## src/rtl/core/rips_pkg.sv

```systemverilog
`timescale 1ns / 1ps

package rips_pkg;

    // sizes
    localparam int NUM_PROCS  = 16;
    localparam int NUM_LEVELS = 3;
    localparam int NUM_IRQS   = 32;

    localparam int PID_W  = $clog2(NUM_PROCS);
    localparam int LINK_W = PID_W + 1;
    localparam int LVL_W  = (NUM_LEVELS > 1) ? $clog2(NUM_LEVELS) : 1;
    localparam int PRIO_W = $clog2(NUM_LEVELS + 1);
    localparam int IRQ_W  = (NUM_IRQS > 1) ? $clog2(NUM_IRQS) : 1;
    localparam int CNT_W  = $clog2(NUM_PROCS + 1);

    // fixed field widths
    localparam int REQ_W  = 4;
    localparam int ARG_W  = 5;
    localparam int ADDR_W = 32;
    localparam int ACT_W  = 2;
    localparam int SND_W  = 5;
    localparam int STAT_W = 2;
    localparam int CFG_W  = 2;
    localparam int XW     = ((PID_W > ARG_W) ? PID_W : ARG_W) + 2;

    // request codes
    localparam logic [REQ_W-1:0] REQ_YIELD   = 4'd0;
    localparam logic [REQ_W-1:0] REQ_SEND    = 4'd1;
    localparam logic [REQ_W-1:0] REQ_RECEIVE = 4'd2;
    localparam logic [REQ_W-1:0] REQ_SENDREC = 4'd3;
    localparam logic [REQ_W-1:0] REQ_EXIT    = 4'd4;
    localparam logic [REQ_W-1:0] REQ_CONNECT = 4'd5;
    localparam logic [REQ_W-1:0] REQ_SETPRIO = 4'd6;
    localparam logic [REQ_W-1:0] REQ_START   = 4'd7;
    localparam logic [REQ_W-1:0] REQ_IRQ     = 4'd8;

    // accept values
    localparam logic [ARG_W-1:0] ACC_ANY = 5'd16;
    localparam logic [ARG_W-1:0] ACC_HW  = 5'd17;
    localparam logic [SND_W-1:0] SND_HW  = 5'd16;

    // process states
    localparam logic [2:0] PS_DEAD      = 3'd0;
    localparam logic [2:0] PS_READY     = 3'd1;
    localparam logic [2:0] PS_SENDING   = 3'd2;
    localparam logic [2:0] PS_RECEIVING = 3'd3;
    localparam logic [2:0] PS_BOTH      = 3'd4;
    localparam logic [2:0] PS_IDLING    = 3'd5;

    // message actions
    localparam logic [ACT_W-1:0] ACT_NONE = 2'd0;
    localparam logic [ACT_W-1:0] ACT_COPY = 2'd1;
    localparam logic [ACT_W-1:0] ACT_IRQ  = 2'd2;

    // status codes
    localparam logic [STAT_W-1:0] ST_OK      = 2'd0;
    localparam logic [STAT_W-1:0] ST_BADPRIO = 2'd1;
    localparam logic [STAT_W-1:0] ST_NOIRQ   = 2'd2;
    localparam logic [STAT_W-1:0] ST_BADPID  = 2'd3;

    localparam logic [LINK_W-1:0] LINK_NIL = {1'b1, {PID_W{1'b0}}};

    // one process table entry
    typedef struct packed {
        logic [2:0]        status;
        logic [PRIO_W-1:0] prio;
        logic [ARG_W-1:0]  accept;
        logic [ADDR_W-1:0] buffer;
        logic              pending;
        logic [LINK_W-1:0] link;
        logic [LINK_W-1:0] whead;
    } t_proc;

    // table port request
    typedef struct packed {
        logic             rd_en;
        logic [PID_W-1:0] rd_addr;
        logic             wr_en;
        logic [PID_W-1:0] wr_addr;
        t_proc            wr_data;
    } t_mreq;

    function automatic t_proc proc_reset(input logic [PID_W-1:0] p);
        t_proc e;
        e.status  = (p == '0) ? PS_IDLING : PS_DEAD;
        e.prio    = (p == '0) ? PRIO_W'(NUM_LEVELS) : PRIO_W'(2);
        e.accept  = ACC_ANY;
        e.buffer  = '0;
        e.pending = 1'b0;
        e.link    = LINK_NIL;
        e.whead   = LINK_NIL;
        return e;
    endfunction

    function automatic logic arg_is_pid(input logic [ARG_W-1:0] a);
        return XW'(a) < XW'(NUM_PROCS);
    endfunction

    function automatic logic link_is_pid(input logic [LINK_W-1:0] l);
        return !l[PID_W];
    endfunction

    function automatic logic [LVL_W-1:0] prio_level(input logic [PRIO_W-1:0] p);
        return (XW'(p) > XW'(NUM_LEVELS - 1)) ? LVL_W'(NUM_LEVELS - 1) : LVL_W'(p);
    endfunction

endpackage

```

## src/rtl/core/rips_ptab.sv

```systemverilog
`timescale 1ns / 1ps

module rips_ptab (
    input  logic                    i_clk,
    input  logic                    i_rst_n,
    input  rips_pkg::t_mreq         i_req,
    output rips_pkg::t_proc         o_rd_data
);

    rips_pkg::t_proc                    r_mem [rips_pkg::NUM_PROCS];
    logic [rips_pkg::NUM_PROCS-1:0]     r_vld;
    rips_pkg::t_proc                    r_rdata;
    logic                               r_rvld;
    logic [rips_pkg::PID_W-1:0]         r_raddr;

    // write port and registered read port
    always_ff @(posedge i_clk) begin
        if (i_req.wr_en) begin
            r_mem[i_req.wr_addr] <= i_req.wr_data;
        end
        if (i_req.rd_en) begin
            r_rdata <= r_mem[i_req.rd_addr];
            r_raddr <= i_req.rd_addr;
        end
    end

    // track written entries; others read as their reset value
    always_ff @(posedge i_clk) begin
        if (!i_rst_n) begin
            r_vld  <= '0;
            r_rvld <= 1'b0;
        end else begin
            if (i_req.wr_en) begin
                r_vld[i_req.wr_addr] <= 1'b1;
            end
            if (i_req.rd_en) begin
                r_rvld <= r_vld[i_req.rd_addr];
            end
        end
    end

    assign o_rd_data = r_rvld ? r_rdata : rips_pkg::proc_reset(r_raddr);

endmodule

```

## src/rtl/core/rips_seq.sv

```systemverilog
`timescale 1ns / 1ps

module rips_seq (
    input  logic                          i_clk,
    input  logic                          i_rst_n,
    input  logic                          i_cfg_we,
    input  logic [rips_pkg::CFG_W-1:0]    i_cfg_data,
    input  logic                          i_in_valid,
    output logic                          o_in_ready,
    input  logic [rips_pkg::REQ_W-1:0]    i_req_type,
    input  logic [rips_pkg::ARG_W-1:0]    i_arg,
    input  logic [rips_pkg::ADDR_W-1:0]   i_msg_addr,
    output logic                          o_out_valid,
    input  logic                          i_out_ready,
    output logic [rips_pkg::PID_W-1:0]    o_next_pid,
    output logic [rips_pkg::ACT_W-1:0]    o_msg_action,
    output logic [rips_pkg::ADDR_W-1:0]   o_msg_src_addr,
    output logic [rips_pkg::ADDR_W-1:0]   o_msg_dst_addr,
    output logic [rips_pkg::SND_W-1:0]    o_msg_sender,
    output logic                          o_irq_disable,
    output logic [rips_pkg::STAT_W-1:0]   o_status,
    output rips_pkg::t_mreq               o_mreq,
    input  rips_pkg::t_proc               i_pv
);

    localparam logic [5:0] S_IDLE = 6'd0;
    localparam logic [5:0] S_DISP = 6'd1;
    localparam logic [5:0] S_MR0  = 6'd2;
    localparam logic [5:0] S_MR1  = 6'd3;
    localparam logic [5:0] S_MR2  = 6'd4;
    localparam logic [5:0] S_MR3  = 6'd5;
    localparam logic [5:0] S_CN0  = 6'd6;
    localparam logic [5:0] S_CN1  = 6'd7;
    localparam logic [5:0] S_SR1  = 6'd8;
    localparam logic [5:0] S_SR2  = 6'd9;
    localparam logic [5:0] S_SR3  = 6'd10;
    localparam logic [5:0] S_SR4  = 6'd11;
    localparam logic [5:0] S_NM1  = 6'd12;
    localparam logic [5:0] S_JW0  = 6'd13;
    localparam logic [5:0] S_JW1  = 6'd14;
    localparam logic [5:0] S_JW2  = 6'd15;
    localparam logic [5:0] S_JW3  = 6'd16;
    localparam logic [5:0] S_RV1  = 6'd17;
    localparam logic [5:0] S_RW0  = 6'd18;
    localparam logic [5:0] S_RW1  = 6'd19;
    localparam logic [5:0] S_RM0  = 6'd20;
    localparam logic [5:0] S_RM1  = 6'd21;
    localparam logic [5:0] S_RM2  = 6'd22;
    localparam logic [5:0] S_RM3  = 6'd23;
    localparam logic [5:0] S_RVW0 = 6'd24;
    localparam logic [5:0] S_RVW1 = 6'd25;
    localparam logic [5:0] S_EX1  = 6'd26;
    localparam logic [5:0] S_CO1  = 6'd27;
    localparam logic [5:0] S_SP1  = 6'd28;
    localparam logic [5:0] S_ST1  = 6'd29;
    localparam logic [5:0] S_IN1  = 6'd30;
    localparam logic [5:0] S_IN2  = 6'd31;
    localparam logic [5:0] S_IN3  = 6'd32;
    localparam logic [5:0] S_IN4  = 6'd33;
    localparam logic [5:0] S_DONE = 6'd34;

    localparam int PW = rips_pkg::PID_W;
    localparam int LW = rips_pkg::LINK_W;
    localparam int NL = rips_pkg::NUM_LEVELS;

    logic [5:0]                     r_state, n_state, r_ret, n_ret;
    logic [rips_pkg::REQ_W-1:0]     r_req, n_req;
    logic [rips_pkg::ARG_W-1:0]     r_arg, n_arg;
    logic [rips_pkg::ADDR_W-1:0]    r_addr, n_addr;
    logic [PW-1:0]                  r_cur, n_cur;
    logic [rips_pkg::ACT_W-1:0]     r_act, n_act;
    logic [rips_pkg::ADDR_W-1:0]    r_src, n_src, r_dst, n_dst;
    logic [rips_pkg::SND_W-1:0]     r_snd, n_snd;
    logic                           r_dis, n_dis;
    logic [rips_pkg::STAT_W-1:0]    r_stat, n_stat;
    logic [PW-1:0]                  r_mp, n_mp, r_hp, n_hp, r_tl, n_tl;
    logic [rips_pkg::LVL_W-1:0]     r_lvl, n_lvl;
    logic [LW-1:0]                  r_walk, n_walk, r_prev, n_prev, r_lps, n_lps;
    logic [rips_pkg::CNT_W-1:0]     r_cnt, n_cnt;
    logic                           r_flag, n_flag;
    logic [rips_pkg::CFG_W-1:0]     r_sprio;
    logic [LW-1:0]                  r_rhead [NL];
    logic [LW-1:0]                  n_rhead [NL];
    logic [LW-1:0]                  r_rtail [NL];
    logic [LW-1:0]                  n_rtail [NL];
    logic [PW-1:0]                  r_owner [rips_pkg::NUM_IRQS];
    logic                           owner_we;
    logic [rips_pkg::IRQ_W-1:0]     irq_idx;
    logic                           irq_bad;
    logic                           cn_found;
    logic [rips_pkg::LVL_W-1:0]     cn_lvl;
    logic                           out_load;

    logic                           r_ovalid;
    logic [PW-1:0]                  r_o_pid;
    logic [rips_pkg::ACT_W-1:0]     r_o_act;
    logic [rips_pkg::ADDR_W-1:0]    r_o_src, r_o_dst;
    logic [rips_pkg::SND_W-1:0]     r_o_snd;
    logic                           r_o_dis;
    logic [rips_pkg::STAT_W-1:0]    r_o_stat;

    assign irq_idx = rips_pkg::IRQ_W'(r_arg);
    assign irq_bad = rips_pkg::XW'(r_arg) >= rips_pkg::XW'(rips_pkg::NUM_IRQS);
    assign o_in_ready = (r_state == S_IDLE);
    assign out_load = (r_state == S_DONE) && (!r_ovalid || i_out_ready);

    // pick the first non-empty ready level
    always_comb begin
        cn_found = 1'b0;
        cn_lvl   = '0;
        for (int l = NL - 1; l >= 0; l--) begin
            if (rips_pkg::link_is_pid(r_rhead[l])) begin
                cn_found = 1'b1;
                cn_lvl   = rips_pkg::LVL_W'(l);
            end
        end
    end

    // sequencer
    always_comb begin
        n_state = r_state;
        n_ret   = r_ret;
        n_req   = r_req;
        n_arg   = r_arg;
        n_addr  = r_addr;
        n_cur   = r_cur;
        n_act   = r_act;
        n_src   = r_src;
        n_dst   = r_dst;
        n_snd   = r_snd;
        n_dis   = r_dis;
        n_stat  = r_stat;
        n_mp    = r_mp;
        n_hp    = r_hp;
        n_tl    = r_tl;
        n_lvl   = r_lvl;
        n_walk  = r_walk;
        n_prev  = r_prev;
        n_lps   = r_lps;
        n_cnt   = r_cnt;
        n_flag  = r_flag;
        n_rhead = r_rhead;
        n_rtail = r_rtail;
        owner_we = 1'b0;
        o_mreq.rd_en   = 1'b0;
        o_mreq.rd_addr = r_cur;
        o_mreq.wr_en   = 1'b0;
        o_mreq.wr_addr = r_cur;
        o_mreq.wr_data = i_pv;

        case (r_state)
            S_IDLE: begin
                if (i_in_valid) begin
                    n_req   = i_req_type;
                    n_arg   = i_arg;
                    n_addr  = i_msg_addr;
                    n_act   = rips_pkg::ACT_NONE;
                    n_src   = '0;
                    n_dst   = '0;
                    n_snd   = '0;
                    n_dis   = 1'b0;
                    n_stat  = rips_pkg::ST_OK;
                    n_state = S_DISP;
                end
            end
            S_DISP: begin
                case (r_req)
                    rips_pkg::REQ_YIELD: begin
                        n_mp    = r_cur;
                        n_ret   = S_CN0;
                        n_state = S_MR0;
                    end
                    rips_pkg::REQ_SEND, rips_pkg::REQ_SENDREC: begin
                        if (!rips_pkg::arg_is_pid(r_arg)) begin
                            n_stat  = rips_pkg::ST_BADPID;
                            n_state = S_DONE;
                        end else begin
                            o_mreq.rd_en = 1'b1;
                            n_state      = S_SR1;
                        end
                    end
                    rips_pkg::REQ_RECEIVE: begin
                        o_mreq.rd_en = 1'b1;
                        n_state      = S_RV1;
                    end
                    rips_pkg::REQ_EXIT: begin
                        o_mreq.rd_en = 1'b1;
                        n_state      = S_EX1;
                    end
                    rips_pkg::REQ_CONNECT: begin
                        if (irq_bad) begin
                            n_stat  = rips_pkg::ST_NOIRQ;
                            n_state = S_DONE;
                        end else begin
                            o_mreq.rd_en = 1'b1;
                            n_state      = S_CO1;
                        end
                    end
                    rips_pkg::REQ_SETPRIO: begin
                        if (rips_pkg::XW'(r_arg) > rips_pkg::XW'(NL - 1)) begin
                            n_stat  = rips_pkg::ST_BADPRIO;
                            n_state = S_DONE;
                        end else begin
                            o_mreq.rd_en = 1'b1;
                            n_state      = S_SP1;
                        end
                    end
                    rips_pkg::REQ_START: begin
                        if (!rips_pkg::arg_is_pid(r_arg) || r_arg == '0) begin
                            n_stat  = rips_pkg::ST_BADPID;
                            n_state = S_DONE;
                        end else begin
                            o_mreq.rd_en   = 1'b1;
                            o_mreq.rd_addr = PW'(r_arg);
                            n_state        = S_ST1;
                        end
                    end
                    rips_pkg::REQ_IRQ: begin
                        if (irq_bad || r_owner[irq_idx] == '0) begin
                            n_stat  = rips_pkg::ST_NOIRQ;
                            n_state = S_DONE;
                        end else begin
                            n_dis          = 1'b1;
                            n_hp           = r_owner[irq_idx];
                            o_mreq.rd_en   = 1'b1;
                            o_mreq.rd_addr = r_owner[irq_idx];
                            n_state        = S_IN1;
                        end
                    end
                    default: begin
                        n_state = S_DONE;
                    end
                endcase
            end

            // make ready: mark the entry, then append to its level
            S_MR0: begin
                if (r_mp == '0) begin
                    n_state = r_ret;
                end else begin
                    o_mreq.rd_en   = 1'b1;
                    o_mreq.rd_addr = r_mp;
                    n_state        = S_MR1;
                end
            end
            S_MR1: begin
                o_mreq.wr_en          = 1'b1;
                o_mreq.wr_addr        = r_mp;
                o_mreq.wr_data.status = rips_pkg::PS_READY;
                o_mreq.wr_data.link   = rips_pkg::LINK_NIL;
                n_lvl = rips_pkg::prio_level(i_pv.prio);
                n_rtail[n_lvl] = {1'b0, r_mp};
                if (!rips_pkg::link_is_pid(r_rhead[n_lvl]) ||
                    !rips_pkg::link_is_pid(r_rtail[n_lvl])) begin
                    n_rhead[n_lvl] = {1'b0, r_mp};
                    n_state        = r_ret;
                end else begin
                    n_tl    = r_rtail[n_lvl][PW-1:0];
                    n_state = S_MR2;
                end
            end
            S_MR2: begin
                o_mreq.rd_en   = 1'b1;
                o_mreq.rd_addr = r_tl;
                n_state        = S_MR3;
            end
            S_MR3: begin
                o_mreq.wr_en        = 1'b1;
                o_mreq.wr_addr      = r_tl;
                o_mreq.wr_data.link = {1'b0, r_mp};
                n_state             = r_ret;
            end

            // choose next: pop the head of the first ready level, else pick process 0
            S_CN0: begin
                if (cn_found) begin
                    n_cur          = r_rhead[cn_lvl][PW-1:0];
                    n_lvl          = cn_lvl;
                    o_mreq.rd_en   = 1'b1;
                    o_mreq.rd_addr = r_rhead[cn_lvl][PW-1:0];
                    n_state        = S_CN1;
                end else begin
                    n_cur   = '0;
                    n_state = S_DONE;
                end
            end
            S_CN1: begin
                n_rhead[r_lvl] = i_pv.link;
                n_state        = S_DONE;
            end

            // send and sendrec
            S_SR1: begin
                if (r_req == rips_pkg::REQ_SENDREC) begin
                    o_mreq.wr_en          = 1'b1;
                    o_mreq.wr_data.accept = r_arg;
                    o_mreq.wr_data.buffer = r_addr;
                end
                n_state = S_SR2;
            end
            S_SR2: begin
                o_mreq.rd_en   = 1'b1;
                o_mreq.rd_addr = PW'(r_arg);
                n_state        = S_SR3;
            end
            S_SR3: begin
                o_mreq.rd_en = 1'b1;
                if (i_pv.status == rips_pkg::PS_RECEIVING &&
                    (i_pv.accept == rips_pkg::ACC_ANY ||
                     rips_pkg::XW'(i_pv.accept) == rips_pkg::XW'(r_cur))) begin
                    n_act = rips_pkg::ACT_COPY;
                    n_src = r_addr;
                    n_dst = i_pv.buffer;
                    n_snd = rips_pkg::SND_W'(r_cur);
                    n_mp  = PW'(r_arg);
                    if (r_req == rips_pkg::REQ_SENDREC) begin
                        n_state = S_SR4;
                    end else begin
                        o_mreq.rd_en = 1'b0;
                        n_ret        = S_DONE;
                        n_state      = S_MR0;
                    end
                end else begin
                    n_state = S_NM1;
                end
            end
            S_SR4: begin
                o_mreq.wr_en          = 1'b1;
                o_mreq.wr_data.status = rips_pkg::PS_RECEIVING;
                n_ret                 = S_CN0;
                n_state               = S_MR0;
            end
            S_NM1: begin
                o_mreq.wr_en          = 1'b1;
                o_mreq.wr_data.status = (r_req == rips_pkg::REQ_SENDREC) ?
                                        rips_pkg::PS_BOTH : rips_pkg::PS_SENDING;
                o_mreq.wr_data.buffer = r_addr;
                o_mreq.wr_data.link   = rips_pkg::LINK_NIL;
                n_state               = S_JW0;
            end

            // join the sender queue of the target
            S_JW0: begin
                o_mreq.rd_en   = 1'b1;
                o_mreq.rd_addr = PW'(r_arg);
                n_state        = S_JW1;
            end
            S_JW1: begin
                if (!rips_pkg::link_is_pid(i_pv.whead)) begin
                    o_mreq.wr_en         = 1'b1;
                    o_mreq.wr_addr       = PW'(r_arg);
                    o_mreq.wr_data.whead = {1'b0, r_cur};
                    n_state              = S_CN0;
                end else begin
                    n_walk  = i_pv.whead;
                    n_cnt   = '0;
                    n_state = S_JW2;
                end
            end
            S_JW2: begin
                o_mreq.rd_en   = 1'b1;
                o_mreq.rd_addr = r_walk[PW-1:0];
                n_state        = S_JW3;
            end
            S_JW3: begin
                if (r_cnt < rips_pkg::CNT_W'(rips_pkg::NUM_PROCS) &&
                    rips_pkg::link_is_pid(i_pv.link)) begin
                    n_walk  = i_pv.link;
                    n_cnt   = r_cnt + 1'b1;
                    n_state = S_JW2;
                end else begin
                    o_mreq.wr_en        = 1'b1;
                    o_mreq.wr_addr      = r_walk[PW-1:0];
                    o_mreq.wr_data.link = {1'b0, r_cur};
                    n_state             = S_CN0;
                end
            end

            // receive
            S_RV1: begin
                if (i_pv.pending &&
                    (r_arg == rips_pkg::ACC_ANY || r_arg == rips_pkg::ACC_HW)) begin
                    o_mreq.wr_en           = 1'b1;
                    o_mreq.wr_data.pending = 1'b0;
                    n_act   = rips_pkg::ACT_IRQ;
                    n_dst   = r_addr;
                    n_snd   = rips_pkg::SND_HW;
                    n_state = S_DONE;
                end else if (r_arg != rips_pkg::ACC_HW) begin
                    n_walk  = i_pv.whead;
                    n_prev  = rips_pkg::LINK_NIL;
                    n_cnt   = '0;
                    n_state = S_RW0;
                end else begin
                    n_state = S_RVW0;
                end
            end
            S_RW0: begin
                if (r_cnt < rips_pkg::CNT_W'(rips_pkg::NUM_PROCS) &&
                    rips_pkg::link_is_pid(r_walk)) begin
                    o_mreq.rd_en   = 1'b1;
                    o_mreq.rd_addr = r_walk[PW-1:0];
                    n_state        = S_RW1;
                end else begin
                    n_state = S_RVW0;
                end
            end
            S_RW1: begin
                if (r_arg == rips_pkg::ACC_ANY ||
                    rips_pkg::XW'(r_arg) == rips_pkg::XW'(r_walk)) begin
                    n_lps   = i_pv.link;
                    n_act   = rips_pkg::ACT_COPY;
                    n_src   = i_pv.buffer;
                    n_dst   = r_addr;
                    n_snd   = rips_pkg::SND_W'(r_walk[PW-1:0]);
                    n_state = S_RM0;
                end else begin
                    n_prev  = r_walk;
                    n_walk  = i_pv.link;
                    n_cnt   = r_cnt + 1'b1;
                    n_state = S_RW0;
                end
            end
            // unlink the matched sender
            S_RM0: begin
                o_mreq.rd_en   = 1'b1;
                o_mreq.rd_addr = rips_pkg::link_is_pid(r_prev) ? r_prev[PW-1:0] : r_cur;
                n_state        = S_RM1;
            end
            S_RM1: begin
                o_mreq.wr_en = 1'b1;
                if (rips_pkg::link_is_pid(r_prev)) begin
                    o_mreq.wr_addr      = r_prev[PW-1:0];
                    o_mreq.wr_data.link = r_lps;
                end else begin
                    o_mreq.wr_data.whead = r_lps;
                end
                n_state = S_RM2;
            end
            S_RM2: begin
                o_mreq.rd_en   = 1'b1;
                o_mreq.rd_addr = r_walk[PW-1:0];
                n_state        = S_RM3;
            end
            S_RM3: begin
                if (i_pv.status == rips_pkg::PS_BOTH) begin
                    o_mreq.wr_en          = 1'b1;
                    o_mreq.wr_addr        = r_walk[PW-1:0];
                    o_mreq.wr_data.status = rips_pkg::PS_RECEIVING;
                    n_state               = S_DONE;
                end else begin
                    n_mp    = r_walk[PW-1:0];
                    n_ret   = S_DONE;
                    n_state = S_MR0;
                end
            end
            // block the caller as a receiver
            S_RVW0: begin
                o_mreq.rd_en = 1'b1;
                n_state      = S_RVW1;
            end
            S_RVW1: begin
                o_mreq.wr_en          = 1'b1;
                o_mreq.wr_data.status = rips_pkg::PS_RECEIVING;
                o_mreq.wr_data.accept = r_arg;
                o_mreq.wr_data.buffer = r_addr;
                n_state               = S_CN0;
            end

            S_EX1: begin
                o_mreq.wr_en          = 1'b1;
                o_mreq.wr_data.status = rips_pkg::PS_DEAD;
                n_state               = S_CN0;
            end
            S_CO1: begin
                o_mreq.wr_en        = 1'b1;
                o_mreq.wr_data.prio = '0;
                owner_we            = 1'b1;
                n_state             = S_DONE;
            end
            S_SP1: begin
                o_mreq.wr_en        = 1'b1;
                o_mreq.wr_data.prio = rips_pkg::PRIO_W'(r_arg);
                n_state             = S_DONE;
            end

            // start a dead process
            S_ST1: begin
                if (i_pv.status != rips_pkg::PS_DEAD) begin
                    n_stat  = rips_pkg::ST_BADPID;
                    n_state = S_DONE;
                end else begin
                    o_mreq.wr_en           = 1'b1;
                    o_mreq.wr_addr         = PW'(r_arg);
                    o_mreq.wr_data.prio    = rips_pkg::PRIO_W'(rips_pkg::prio_level(
                                             rips_pkg::PRIO_W'(r_sprio)));
                    o_mreq.wr_data.whead   = rips_pkg::LINK_NIL;
                    o_mreq.wr_data.pending = 1'b0;
                    o_mreq.wr_data.accept  = rips_pkg::ACC_ANY;
                    o_mreq.wr_data.buffer  = '0;
                    n_mp    = PW'(r_arg);
                    n_ret   = S_DONE;
                    n_state = S_MR0;
                end
            end

            // interrupt: deliver or mark pending, then maybe preempt
            S_IN1: begin
                if (i_pv.status == rips_pkg::PS_RECEIVING &&
                    (i_pv.accept == rips_pkg::ACC_ANY || i_pv.accept == rips_pkg::ACC_HW)) begin
                    n_act   = rips_pkg::ACT_IRQ;
                    n_dst   = i_pv.buffer;
                    n_snd   = rips_pkg::SND_HW;
                    n_mp    = r_hp;
                    n_ret   = S_IN2;
                    n_state = S_MR0;
                end else begin
                    o_mreq.wr_en           = 1'b1;
                    o_mreq.wr_addr         = r_hp;
                    o_mreq.wr_data.pending = 1'b1;
                    n_state                = S_IN2;
                end
            end
            S_IN2: begin
                o_mreq.rd_en = 1'b1;
                n_state      = S_IN3;
            end
            S_IN3: begin
                n_flag         = (i_pv.prio != '0);
                o_mreq.rd_en   = 1'b1;
                o_mreq.rd_addr = r_hp;
                n_state        = S_IN4;
            end
            S_IN4: begin
                if (r_flag && i_pv.status == rips_pkg::PS_READY) begin
                    n_mp    = r_cur;
                    n_ret   = S_CN0;
                    n_state = S_MR0;
                end else begin
                    n_state = S_DONE;
                end
            end

            S_DONE: begin
                if (out_load) begin
                    n_state = S_IDLE;
                end
            end
            default: begin
                n_state = S_IDLE;
            end
        endcase
    end

    // control state
    always_ff @(posedge i_clk) begin
        if (!i_rst_n) begin
            r_state  <= S_IDLE;
            r_ret    <= S_DONE;
            r_cur    <= '0;
            r_sprio  <= rips_pkg::CFG_W'(2);
            r_ovalid <= 1'b0;
            for (int l = 0; l < NL; l++) begin
                r_rhead[l] <= rips_pkg::LINK_NIL;
                r_rtail[l] <= rips_pkg::LINK_NIL;
            end
            for (int q = 0; q < rips_pkg::NUM_IRQS; q++) begin
                r_owner[q] <= '0;
            end
        end else begin
            r_state <= n_state;
            r_ret   <= n_ret;
            r_cur   <= n_cur;
            r_rhead <= n_rhead;
            r_rtail <= n_rtail;
            if (i_cfg_we) begin
                r_sprio <= i_cfg_data;
            end
            if (owner_we) begin
                r_owner[irq_idx] <= r_cur;
            end
            if (out_load) begin
                r_ovalid <= 1'b1;
            end else if (i_out_ready) begin
                r_ovalid <= 1'b0;
            end
        end
    end

    // working and result words
    always_ff @(posedge i_clk) begin
        r_req  <= n_req;
        r_arg  <= n_arg;
        r_addr <= n_addr;
        r_act  <= n_act;
        r_src  <= n_src;
        r_dst  <= n_dst;
        r_snd  <= n_snd;
        r_dis  <= n_dis;
        r_stat <= n_stat;
        r_mp   <= n_mp;
        r_hp   <= n_hp;
        r_tl   <= n_tl;
        r_lvl  <= n_lvl;
        r_walk <= n_walk;
        r_prev <= n_prev;
        r_lps  <= n_lps;
        r_cnt  <= n_cnt;
        r_flag <= n_flag;
        if (out_load) begin
            r_o_pid  <= r_cur;
            r_o_act  <= r_act;
            r_o_src  <= r_src;
            r_o_dst  <= r_dst;
            r_o_snd  <= r_snd;
            r_o_dis  <= r_dis;
            r_o_stat <= r_stat;
        end
    end

    assign o_out_valid    = r_ovalid;
    assign o_next_pid     = r_o_pid;
    assign o_msg_action   = r_o_act;
    assign o_msg_src_addr = r_o_src;
    assign o_msg_dst_addr = r_o_dst;
    assign o_msg_sender   = r_o_snd;
    assign o_irq_disable  = r_o_dis;
    assign o_status       = r_o_stat;

    // the table is never read and written in the same cycle
    a_no_rw_overlap: assert property (@(posedge i_clk) disable iff (!i_rst_n)
        !(o_mreq.rd_en && o_mreq.wr_en))
        else $error("table read and write in one cycle");

    // an error word carries no action and no strobe
    a_err_quiet: assert property (@(posedge i_clk) disable iff (!i_rst_n)
        (r_ovalid && r_o_stat != rips_pkg::ST_OK) |->
        (r_o_act == rips_pkg::ACT_NONE && !r_o_dis))
        else $error("error word with side effects");

    // an interrupt message comes from hardware with no source buffer
    a_irq_msg: assert property (@(posedge i_clk) disable iff (!i_rst_n)
        (r_ovalid && r_o_act == rips_pkg::ACT_IRQ) |->
        (r_o_src == '0 && r_o_snd == rips_pkg::SND_HW))
        else $error("malformed interrupt message");

endmodule

```

## src/rtl/core/rendezvous_ipc_scheduler.sv

```systemverilog
`timescale 1ns / 1ps

// Message-passing process scheduler: one request word in, one result word out. The process
// table lives in a synchronous memory with a registered read, never read and written in the
// same cycle, so every field update is a read followed by a write-back. A send that joins a
// sender queue or a receive that searches one walks that queue entry by entry, never more
// entries than there are processes. The input is ready again as soon as the result is loaded,
// even while that result still waits for the receiver. start_priority may be written at any
// time the block is idle; no clearing pass is needed after reset.
module rendezvous_ipc_scheduler (
    input  logic                          i_clk,
    input  logic                          i_rst_n,
    input  logic                          i_cfg_we,
    input  logic [rips_pkg::CFG_W-1:0]    i_cfg_data,
    input  logic                          i_in_valid,
    output logic                          o_in_ready,
    input  logic [rips_pkg::REQ_W-1:0]    i_req_type,
    input  logic [rips_pkg::ARG_W-1:0]    i_arg,
    input  logic [rips_pkg::ADDR_W-1:0]   i_msg_addr,
    output logic                          o_out_valid,
    input  logic                          i_out_ready,
    output logic [rips_pkg::PID_W-1:0]    o_next_pid,
    output logic [rips_pkg::ACT_W-1:0]    o_msg_action,
    output logic [rips_pkg::ADDR_W-1:0]   o_msg_src_addr,
    output logic [rips_pkg::ADDR_W-1:0]   o_msg_dst_addr,
    output logic [rips_pkg::SND_W-1:0]    o_msg_sender,
    output logic                          o_irq_disable,
    output logic [rips_pkg::STAT_W-1:0]   o_status
);

    rips_pkg::t_mreq mreq;
    rips_pkg::t_proc pv;

    // process table
    rips_ptab u_ptab (
        .i_clk     (i_clk),
        .i_rst_n   (i_rst_n),
        .i_req     (mreq),
        .o_rd_data (pv)
    );

    // request sequencer
    rips_seq u_seq (
        .i_clk          (i_clk),
        .i_rst_n        (i_rst_n),
        .i_cfg_we       (i_cfg_we),
        .i_cfg_data     (i_cfg_data),
        .i_in_valid     (i_in_valid),
        .o_in_ready     (o_in_ready),
        .i_req_type     (i_req_type),
        .i_arg          (i_arg),
        .i_msg_addr     (i_msg_addr),
        .o_out_valid    (o_out_valid),
        .i_out_ready    (i_out_ready),
        .o_next_pid     (o_next_pid),
        .o_msg_action   (o_msg_action),
        .o_msg_src_addr (o_msg_src_addr),
        .o_msg_dst_addr (o_msg_dst_addr),
        .o_msg_sender   (o_msg_sender),
        .o_irq_disable  (o_irq_disable),
        .o_status       (o_status),
        .o_mreq         (mreq),
        .i_pv           (pv)
    );

endmodule
```

## config.mk

```make
export PLATFORM = sky130hd
export DESIGN_NAME = rendezvous_ipc_scheduler
export DESIGN_NICKNAME = d
export VERILOG_FILES = /design/src/rtl/core/rips_pkg.sv /design/src/rtl/core/rips_ptab.sv /design/src/rtl/core/rips_seq.sv /design/src/rtl/core/rendezvous_ipc_scheduler.sv
export SDC_FILE = /design/constraint.sdc
export NUM_CORES = 2
export LEC_CHECK = 0
export ABC_AREA = 1
export BUFFER_PORTS_ARGS = -buffer_cell sky130_fd_sc_hd__buf_2
export CAP_MARGIN = 20
export CORE_ASPECT_RATIO = 0.9
export CORE_MARGIN = 2
export CORE_UTILIZATION = 60
export DETAILED_ROUTE_END_ITERATION = 6
export GPL_TIMING_DRIVEN = 0
export HOLD_SLACK_MARGIN = 0.12
export PLACE_DENSITY = 0.77
export SKIP_CTS_REPAIR_TIMING = 1
export SYNTH_ARGS = -nofsm -noshare
export SYNTH_HDL_FRONTEND = slang
export SYNTH_HIERARCHICAL = 1
export SYNTH_SLANG_ARGS = --single-unit
```

## constraint.sdc

```tcl
create_clock -name i_clk -period 12.15 [get_ports i_clk]
set_input_delay 0.6075 -clock i_clk [delete_from_list [all_inputs] [get_ports i_clk]]
set_output_delay 0.6075 -clock i_clk [all_outputs]
set_load 0.02 [all_outputs]
```

==> qor.yml <==
status:
  failed_checks: "DRC"
  status: "finished with violations"
critical_path:
  crit_required_ns: 12.61
  worstSetupPathType: "flip-flop to flip-flop"
  r2r_slack_ns: 6.72
  worstRegToRegCells: 14
  end_kind: "flip-flop"
  worstPathMaxFanout: 33
  r2r-end: "u_ptab/r_rdata[26]"
  r2r_start: "u_ptab/r_rvld"
  critPathLaunchType: "flip-flop"
  cp.arrival_ns: 5.89
cts:
  path_clk_slew_ns: 0.06
  cts_tree: "done"
  cts_buffer_depth: 3
  cts_made_buffers: 132
  clock-sinks: 1329
  clk_latency_ns: 0.75
  root_buffer: "clkbuf_16"
  htreeDepth: 4
pwr:
  leakage_nw: 22.5
  ir_drop_uv: 211
  powerDensity_mw_per_mm2: 250
placement:
  place_congestion: 1.00
  dp.final_hpwl_mm: 125
  io_buffers: 127
  place_area_mm2: 0.0586
sta:
  setup-violations-final: 0
  rsz0062_at_grt: "no"
  hold_viol: 0
  skew_ns: 0.0417
  fin_hold_ws_ns: 0.138
  worst_slew_pin_slew_ns: 1.25
  slew_viol_final: 0
  min_period_over_period_pct: 44.7
  min_period_ns: 5.43
  clock.fmax_ghz: 0.184
  totalNegativeSetupSlack_ns: 0
  relSlewSlack_pct: 17.0
logic_synthesis:
  yosys_warnings: 6
  syn_nets: 4761
  synth_top_family_by_area: "simple AND/OR/NAND/NOR gates"
  synth-compound-area-share_pct: 10.5
  synth-async-reset-ratio_pct: 0
  ys_types: 57
  ys_ff_latch: 1329
  synth_area_mm2: 0.0552
  synth_edf_count: 1261
  muxShareOfSynthArea_pct: 0
  synthAdderAreaFrac_pct: 0.0227
  synth.avg_cell_area_um2: 11.7
  yosysSeqAreaShare_pct: 71.1
  synthCells: 4712
  ys.flop_type: "edfxtp_1"
  synthSimpleGateAreaFrac_pct: 13.8
  synthXorXnorAreaFrac_pct: 0.127
routing:
  via_per_inst: 6.68
  wire_per_inst_um: 29.1
  drt-initial-drc-count: 8287
  route.detailed.drc: 1
  dr.pass1.iters: 7
  finalWirelength_mm: 187
  num_vias: 42943
  antenna_left: 0
die:
  die_area_mm2: 0.0944
  initial_utilization_pct: 60.5
  coreArea_mm2: 0.0912
  num_rows: 105
  die_w_um: 324
  fp.dieH_um: 292
  ios: 128
layout:
  finalNetCount: 5147
  syn2layout_area_growth_pct: 14.9
  drive_gt1_share_pct: 12.6
  final_common_cell: "edfxtp_1"
  num-fill-cells: 6124
  final_area_mm2: 0.0634
  final_cell_mix: "1,261 x edfxtp_1, 885 x nor2_1, 580 x nand2_1"
global_routing:
  track_usage_pct: 38.9
  grt.overflow.total: 0
  grt_pass1_vias: 39708
  grt_max_degree: 34
  antenna_found_initial: 8
  grt_pass1_wl_mm: 262
min_path:
  holdPathStages: 1
  min-delay-start: "i_arg[4]"
  hold_path.class: "primary input to flip-flop"
  whs_endpoint: "u_seq/irq_idx[4]"
run:
  maxCapViolCount: 0
==> per-layer routing <==
layer	vias to the layer above	track usage (%)	routed length, um
met5	-	0	112
met4	16	17.3	10200
met3	804	14.8	32600
met2	4090	55.1	78900
met1	20381	53.6	65600
li1	17652	-	-
==> worst max path at each step <==
stage	startpoint	endpoint	slack [ns]	cells past startpoint
final	u_ptab/r_rvld	u_ptab/r_rdata[26]	6.72	14
after global routing	u_ptab/r_rvld	u_ptab/r_rdata[31]	6.73	14
after CTS	u_ptab/r_rvld	u_ptab/r_rdata[31]	7.30	16
after detailed placement	u_ptab/r_rvld	u_ptab/r_rdata[30]	7.35	16
after global placement	u_ptab/r_rvld	u_ptab/r_mem[0][17]	3.28	13
after floorplan	u_ptab/r_rvld	u_ptab/r_mem[11][0]	7.39	13
==> kinds of logic after synthesis <==
kind of cell,after synthesis
AND/OR/NAND/NOR,1860
AO/OA/AOI/OAI,960
flip-flops,1329
XOR/XNOR,8
adder cells (fa/ha/maj),1
buffers and inverters,554
==> cells in the mapped netlist, types with 5 or more instances <==
cell          n  share of area [%]
edfxtp_1   1261                 69
nor2_1      904                6.2
nand2_1     581                4.0
o21ai_0     484                4.4
nand3_1     276                2.5
inv_1       252                1.7
o211ai_1    196                2.7
o22ai_1     119                1.3
clkbuf_1    109               0.74
buf_2        81               0.73
dfxtp_1      68                2.5
a21oi_1      43               0.39
buf_4        39               0.53
o221ai_1     35               0.56
nor3_1       32               0.29
inv_2        23               0.16
o21ai_1      20               0.18
a211oi_1     17               0.23
nor2_2       17               0.19
buf_1        16               0.11
clkbuf_2     14               0.13
nand4_1      12               0.14
a31oi_1      10               0.11
buf_6         9               0.18
o32ai_1       9               0.14
nor3_2        8               0.15
nor4_1        8              0.091
nand2_2       7              0.079
clkinv_1      6              0.041
o2111ai_1     5              0.079
o21bai_1      5              0.068
or2_2         5              0.057
xnor2_1       5              0.079
==> state kept, by name, indices dropped and copies added (netlist names), 6 cells and up, named ones only <==
name and cells:
u_ptab/r_mem 848, u_ptab/r_rdata 53, u_ptab/r_vld 16, u_seq/o_msg_dst_addr 32, u_seq/o_msg_src_addr 32, u_seq/r_addr 32
u_seq/r_dst 32, u_seq/r_owner 128, u_seq/r_rhead 15, u_seq/r_rtail 15, u_seq/r_src 32, u_seq/r_state 6
==> critical path, stage by stage, from the launching register on <==
cell	delay [ns]
dfxtp_1	0.36
clkbuf_1	0.74
clkbuf_1	0.72
nand2_1	0.16
inv_1	0.20
nand2_1	0.09
inv_1	0.10
nand2_2	0.17
o21ai_0	0.73
inv_1	0.13
nand2_1	0.27
nand2_1	0.13
nor4_1	0.45
nand2_4	0.48
buf_12	0.35
==> stage by stage <==
step	setup slack [ns]	utilization [%]	cells	power (mW)
after floorplan	7.39	-	4712	9.16
after global placement	3.28	62.9	6069	11.3
after detailed placement	7.35	64.3	6136	11.5
after CTS	7.30	68.9	6365	15.5
after global routing	6.73	69.5	6423	16.2
final	6.72	69.5	6427	15.8
==> final cells by class <==
cell class              instances  area, um2  share of cell area (%)
flip-flops and latches       1329      39200                    61.9
multi-input cells            2829      13700                    21.6
clock buffers                 154       3480                    5.49
repair buffers                252       2240                    3.54
well taps                    1230       1540                    2.43
plain buffers                 271       1390                    2.19
inverters                     283       1070                    1.68
clock inverters                75        738                    1.16
diodes                          4       10.0                  0.0158
==> report_power, final <==
group | switching, mW | internal [mW]
sequential | 0.171 | 5.84
combinational | 4.37 | 1.44
clock | 1.73 | 2.29
Power figures use the tool's default switching activity.
